`src/design/ptmt_pkg.sv`:
```
// Package for the page table map and translate unit.
// Holds function and status codes, the control state type and shared structs.
// No dependencies.
`timescale 1ns / 1ps

package ptmt_pkg;

    localparam int DEFAULT_VIRT_PAGES = 1024;
    // page counter width: holds any page index up to 2^20 and the count 2^20
    localparam int CW                 = 21;
    localparam int PAGE_SHIFT         = 12;
    localparam logic [31:0] FRAME_MASK = 32'hfffff000;
    localparam logic [31:0] PAGE_STEP  = 32'h00001000;

    localparam int IN_TDATA_W  = 120;
    localparam int OUT_TDATA_W = 64;

    localparam logic [2:0] FN_MAP       = 3'd0;
    localparam logic [2:0] FN_MAP_RANGE = 3'd1;
    localparam logic [2:0] FN_MAP_REGION = 3'd2;
    localparam logic [2:0] FN_TRANSLATE = 3'd3;
    localparam logic [2:0] FN_READ      = 3'd4;
    localparam logic [2:0] FN_FILL      = 3'd5;

    localparam logic [1:0] STS_OK      = 2'd0;
    localparam logic [1:0] STS_INVALID = 2'd1;
    localparam logic [1:0] STS_RANGE   = 2'd2;

    typedef enum logic [2:0] {
        S_INIT,
        S_IDLE,
        S_DECODE,
        S_RUN,
        S_RDATA,
        S_DONE
    } state_t;

    typedef struct packed {
        logic          we;
        logic          re;
        logic [CW-1:0] waddr;
        logic [CW-1:0] raddr;
        logic [31:0]   wdata;
    } mem_req_t;

    typedef struct packed {
        logic [1:0]  status;
        logic [31:0] phys_out;
        logic [31:0] entry_out;
    } result_t;

endpackage

```
`src/design/ptmt_ctrl.sv`:
```
// Operation sequencer: decodes an item, steps page writes one a cycle,
// issues table reads and forms the result. Depends on ptmt_pkg.
`timescale 1ns / 1ps

module ptmt_ctrl #(
    parameter int VIRT_PAGES = ptmt_pkg::DEFAULT_VIRT_PAGES
) (
    input  logic                clk,
    input  logic                rst_n,
    input  logic                in_valid,
    output logic                in_ready,
    input  logic [2:0]          in_func,
    input  logic [31:0]         in_virt,
    input  logic [31:0]         in_phys,
    input  logic [31:0]         in_pend,
    input  logic [10:0]         in_count,
    input  logic [7:0]          in_flags,
    output ptmt_pkg::mem_req_t  mem_req,
    input  logic [31:0]         mem_rdata,
    output logic                res_valid,
    input  logic                res_ready,
    output ptmt_pkg::result_t   res
);
    import ptmt_pkg::*;

    localparam logic [CW-1:0] PAGES_C = CW'(VIRT_PAGES);

    state_t      state_reg, state_next;
    logic [2:0]  func_reg, func_next;
    logic [31:0] virt_reg, virt_next;
    logic [31:0] phys_reg, phys_next;
    logic [31:0] pend_reg, pend_next;
    logic [10:0] count_reg, count_next;
    logic [7:0]  flags_reg, flags_next;
    logic [CW-1:0] page_reg, page_next;
    logic [CW-1:0] remain_reg, remain_next;
    logic [31:0] pcur_reg, pcur_next;
    logic [1:0]  status_reg, status_next;
    logic [31:0] entry_reg, entry_next;

    logic [CW-1:0] vpage;
    logic          virt_ok;
    logic          vpage_in;
    logic [31:0]   region_diff;
    logic          region_ok;
    logic          run_end;
    logic          run_over;
    logic          decode_run;
    logic          decode_read;

    assign vpage       = {1'b0, virt_reg[31:PAGE_SHIFT]};
    assign virt_ok     = (virt_reg[PAGE_SHIFT-1:0] == '0);
    assign vpage_in    = (vpage < PAGES_C);
    assign region_diff = pend_reg - phys_reg;
    assign region_ok   = virt_ok && (phys_reg[PAGE_SHIFT-1:0] == '0)
                         && (pend_reg[PAGE_SHIFT-1:0] == '0) && (pend_reg >= phys_reg);
    assign run_end     = (remain_reg == '0);
    assign run_over    = (page_reg >= PAGES_C);

    always_comb
    begin
        decode_run  = 1'b0;
        decode_read = 1'b0;
        case (func_reg)
            FN_MAP, FN_MAP_RANGE: decode_run  = virt_ok;
            FN_MAP_REGION:        decode_run  = region_ok;
            FN_TRANSLATE, FN_READ: decode_read = vpage_in;
            FN_FILL:              decode_run  = 1'b1;
            default:              decode_run  = 1'b0;
        endcase
    end

    // next state
    always_comb
    begin
        state_next = state_reg;
        unique case (state_reg)
            S_INIT:
            begin
                if (run_end)
                begin
                    state_next = S_IDLE;
                end
            end
            S_IDLE:
            begin
                if (in_valid)
                begin
                    state_next = S_DECODE;
                end
            end
            S_DECODE:
            begin
                if (decode_run)
                begin
                    state_next = S_RUN;
                end
                else if (decode_read)
                begin
                    state_next = S_RDATA;
                end
                else
                begin
                    state_next = S_DONE;
                end
            end
            S_RUN:
            begin
                if (run_end || run_over)
                begin
                    state_next = S_DONE;
                end
            end
            S_RDATA:
            begin
                state_next = S_DONE;
            end
            S_DONE:
            begin
                if (res_ready)
                begin
                    state_next = S_IDLE;
                end
            end
            default:
            begin
                state_next = S_IDLE;
            end
        endcase
    end

    // datapath registers
    always_comb
    begin
        func_next   = func_reg;
        virt_next   = virt_reg;
        phys_next   = phys_reg;
        pend_next   = pend_reg;
        count_next  = count_reg;
        flags_next  = flags_reg;
        page_next   = page_reg;
        remain_next = remain_reg;
        pcur_next   = pcur_reg;
        status_next = status_reg;
        entry_next  = entry_reg;
        if (state_reg == S_IDLE && in_valid)
        begin
            func_next  = in_func;
            virt_next  = in_virt;
            phys_next  = in_phys;
            pend_next  = in_pend;
            count_next = in_count;
            flags_next = in_flags;
        end
        if (state_reg == S_DECODE)
        begin
            entry_next  = '0;
            status_next = STS_OK;
            page_next   = vpage;
            pcur_next   = phys_reg;
            case (func_reg)
                FN_MAP:
                begin
                    remain_next = CW'(1);
                    if (!virt_ok)
                    begin
                        status_next = STS_INVALID;
                    end
                end
                FN_MAP_RANGE:
                begin
                    remain_next = CW'(count_reg);
                    if (!virt_ok)
                    begin
                        status_next = STS_INVALID;
                    end
                end
                FN_MAP_REGION:
                begin
                    remain_next = {1'b0, region_diff[31:PAGE_SHIFT]};
                    if (!region_ok)
                    begin
                        status_next = STS_INVALID;
                    end
                end
                FN_TRANSLATE, FN_READ:
                begin
                    if (!vpage_in)
                    begin
                        status_next = STS_RANGE;
                    end
                end
                FN_FILL:
                begin
                    page_next   = '0;
                    pcur_next   = '0;
                    remain_next = PAGES_C;
                end
                default:
                begin
                    status_next = STS_INVALID;
                end
            endcase
        end
        // one page per cycle; reset init runs the same walk as a fill
        if ((state_reg == S_RUN || state_reg == S_INIT) && !run_end && !run_over)
        begin
            page_next   = page_reg + CW'(1);
            remain_next = remain_reg - CW'(1);
            pcur_next   = pcur_reg + PAGE_STEP;
        end
        if (state_reg == S_RUN && !run_end && run_over)
        begin
            status_next = STS_RANGE;
        end
        if (state_reg == S_RDATA)
        begin
            entry_next = mem_rdata;
        end
    end

    // outputs
    always_comb
    begin
        in_ready      = (state_reg == S_IDLE);
        mem_req.we    = (state_reg == S_RUN || state_reg == S_INIT) && !run_end && !run_over;
        mem_req.waddr = page_reg;
        mem_req.wdata = pcur_reg | {24'b0, flags_reg};
        mem_req.re    = (state_reg == S_DECODE) && decode_read;
        mem_req.raddr = vpage;
        res_valid     = (state_reg == S_DONE);
        res.status    = status_reg;
        res.entry_out = entry_reg;
        res.phys_out  = '0;
        if (func_reg == FN_TRANSLATE && status_reg == STS_OK)
        begin
            res.phys_out = (entry_reg & FRAME_MASK) + {20'b0, virt_reg[PAGE_SHIFT-1:0]};
        end
    end

    always_ff @(posedge clk or negedge rst_n)
    begin
        if (!rst_n)
        begin
            state_reg  <= S_INIT;
            page_reg   <= '0;
            remain_reg <= PAGES_C;
            pcur_reg   <= '0;
            flags_reg  <= '0;
            func_reg   <= FN_MAP;
            status_reg <= STS_OK;
        end
        else
        begin
            state_reg  <= state_next;
            page_reg   <= page_next;
            remain_reg <= remain_next;
            pcur_reg   <= pcur_next;
            flags_reg  <= flags_next;
            func_reg   <= func_next;
            status_reg <= status_next;
        end
    end

    always_ff @(posedge clk)
    begin
        virt_reg  <= virt_next;
        phys_reg  <= phys_next;
        pend_reg  <= pend_next;
        count_reg <= count_next;
        entry_reg <= entry_next;
    end

endmodule

```
`config.mk`:
```
export PLATFORM = sky130hd
export DESIGN_NAME = ptmt_ctrl
export DESIGN_NICKNAME = d
export VERILOG_FILES = /design/src/design/ptmt_pkg.sv /design/src/design/ptmt_ctrl.sv
export SDC_FILE = /design/constraint.sdc
export NUM_CORES = 1
export LEC_CHECK = 0
export BUFFER_PORTS_ARGS = -buffer_cell sky130_fd_sc_hd__buf_4
export CAP_MARGIN = 20
export CORE_UTILIZATION = 53
export DETAILED_ROUTE_END_ITERATION = 7
export PLACE_DENSITY = 0.91
export SKIP_LAST_GASP = 1
export SLEW_MARGIN = 30
export SYNTH_ARGS = -nofsm -noshare
export SYNTH_HDL_FRONTEND = slang
export SYNTH_SLANG_ARGS = --single-unit
export TNS_END_PERCENT = 10
```
`constraint.sdc`:
```
create_clock -name clk -period 6.12 [get_ports clk]
set_input_delay 1.224 -clock clk [delete_from_list [all_inputs] [get_ports clk]]
set_output_delay 1.224 -clock clk [all_outputs]
set_load 0.01 [all_outputs]
```
==> reports/metrics.yaml <==
synth_largest_area_cell: "edfxtp_1"
criticalPathCategory: "register to primary output"
synth_cell_type_count: 78
synth_common_cells: "139 x edfxtp_1, 89 x dfrtp_1, 71 x nand2_1"
ant_nets: 0
gp_congestion: 0.9047
setup_tns_ns: 0
htreeDepth: 1
drt_pass1_iterations: 5
period_share: 0.6195
first_iter_violations: 779
cts_tree: "yes"
maxCapViolations: 0
power_density_nw_per_um2: 459.0
die_h_um: 148.3
critPathMaxFanout: 41
hp-class: "register to register"
postSynthCellCount: 1009
grt_pass1_wl_um: 46820
clockBufferDepth: 3
power_mw: 6.599
io_buffers: 296
critPathLaunchType: "register"
p_comb_frac: 0.371
synthArstFlopShare: 0.3930
grt_pass1_vias: 8847
cts_hold_buf: 0
grt_util_all_layers: 0.2739
area_growth_pct: 26.69
via_count: 9085
netSwitchingPower_mw: 2.398
rows: 53
syn_nets: 1200
drv_slew: 0
core_area_um2: 21020
status: "completed"
ys_top_cells_by_area: "edfxtp_1 37%, dfrtp_1 20%, ha_1 4.1%"
grt_max_degree: 83
dieWidth_um: 148.3
nets: 1449
worst_pin_slew_ns: 0.8613
fmax_mhz: 263.8
synth_seq_cells: 229
vias_per_cell: 5.854
drive_gt1_frac: 0.3062
period_needed_ns: 3.791
clock_sinks: 229
dp.cells: 1506
slew_headroom: 0.4246
fin_cells: 1552
yosysMostFrequentCell: "edfxtp_1"
pwr-share-seq: 0.405
ir_drop_mv: 0.3217
internal_power_mw: 4.201
cp_data_required_time_ns: 4.90
drt-total-wl_um: 30330
fill_cells: 1480
ios: 298
synth_edf_count: 139
power_leakage_nw: 6.136
overflow: 0
cts_buffers: 25
synth_ff_type: "edfxtp_1"
cts_resized: 0
setup_violations: 0
netlist.area_leader.share: 0.3678
cp-end-kind: "primary output"
dieArea_um2: 22000
syn_area_um2: 11350
initial_core_util: 0.5398
yosysSeqAreaShare: 0.5664
clock_latency_ns: 0.53
cts.clk_slew.worst_paths_ns: 0.06
min_path_cells: 1
postCtsSetupBuffers: 0
swShare: 0.3634
crit_arrival_ns: 2.57
cts-root-buf: "clkbuf_16"
routedWlPerCell_um: 19.54
hpwl_um: 21650
grt_antenna_before_repair: 0
ff2ff_path_depth: 11
syn_avg_cell_area_um2: 11.25
clockPowerShare: 0.224
rsz0062_at_grt: "false"
drc_errors: 0
yosys_warnings: 0
hold_viol: 0
insertedDiodeCount: 0
finClkSkew_ns: 0.007701
==> layer usage <==
layer	track usage	part of all wire	up-vias
met3	0.06196	0.093	76
li1	-	-	4157
met5	0	0	-
met2	0.4526	0.49	517
met4	0.09691	0.032	0
met1	0.3552	0.39	4335
==> critical path, cell delays in order (launching register included) <==
cell and delay [ns]:
dfrtp_1 0.40, nor4_1 0.32, and3_1 0.31, o31a_4 0.22, nand2_8 0.15, inv_4 0.40, buf_4 0.21
==> stage by stage <==
| stage | utilization | hold WS (ns) | setup slack (ns) | cell area, µm² |
|---|---|---|---|---|
| CTS | 0.6839 | 0.4918 | 2.344 | 14380 |
| detailed placement | 0.6453 | 0.4801 | 2.927 | 13560 |
| global placement | 0.6426 | 0.4721 | 2.900 | 13510 |
| floorplan | - | 0.4384 | 0.8120 | 11350 |
| global route | 0.6839 | 0.5221 | 2.215 | 14380 |
| finish | 0.6839 | 0.4943 | 2.329 | 14380 |
==> worst paths after layout <==
kind / endpoint / start / slack, ns
worst min-delay path: remain_reg[20]$_DFFE_PN0P_ / remain_reg[20]$_DFFE_PN0P_ / 0.49
worst min register to register: remain_reg[20]$_DFFE_PN0P_ / remain_reg[20]$_DFFE_PN0P_ / 0.49
max in group asynchronous: remain_reg[4]$_DFFE_PN0P_ / rst_n / 4.36
worst max register to register: remain_reg[17]$_DFFE_PN0P_ / phys_reg[3]$_DFFE_PP_ / 3.06
worst max-delay path: mem_req[75] / page_reg[11]$_DFFE_PN0P_ / 2.33
min in group asynchronous: page_reg[5]$_DFFE_PN0P_ / rst_n / 0.65
==> cell type report <==
cell class / count / area, µm² / share of cell area
flip-flops and latches: 229 / 6427 / 0.4470
inverters: 45 / 171.4 / 0.01192
repair buffers: 304 / 2335 / 0.1624
clock inverters: 12 / 93.84 / 0.006527
well taps: 275 / 344.1 / 0.02393
clock buffers: 34 / 719.4 / 0.05004
multi-input cells: 653 / 4287 / 0.2981
==> placed cells by master (no fill, tap or decap), types with 20 or more instances in the layout <==
master     instances
nand3_1           20
and2_1            68
dfrtp_1           89
a21oi_1           67
ha_1              37
nor3_1            27
inv_1             44
buf_4            301
clkbuf_16         25
nor2_1            60
edfxtp_1         139
nand2_1           71
o21ai_0           36
a22o_1            23
==> power groups by stage <==
stage	registers, mW	clock network [mW]	logic, mW
2_1_floorplan	2.62	0	1.57
3_3_place_gp	2.65	0	2.32
3_5_place_dp	2.68	0	2.41
4_1_cts	2.66	1.49	2.43
5_1_grt	2.73	1.56	2.66
6_report	2.67	1.48	2.45
==> cell families (layout without fill, tap and decap cells) <==
group | after synthesis | after routing | share of synthesized area
AND/OR/NAND/NOR | 346 | 346 | 0.1632
AO/OA/AOI/OAI | 231 | 231 | 0.1386
flip-flops | 229 | 229 | 0.5664
buffers and inverters | 127 | 395 | 0.05854
adder cells (fa/ha/maj) | 37 | 37 | 0.04079
XOR/XNOR | 23 | 23 | 0.01775
multiplexers | 15 | 15 | 0.01444
other | 1 | 1 | 0.0003304
No activity file was read; power rests on OpenSTA's default activity.
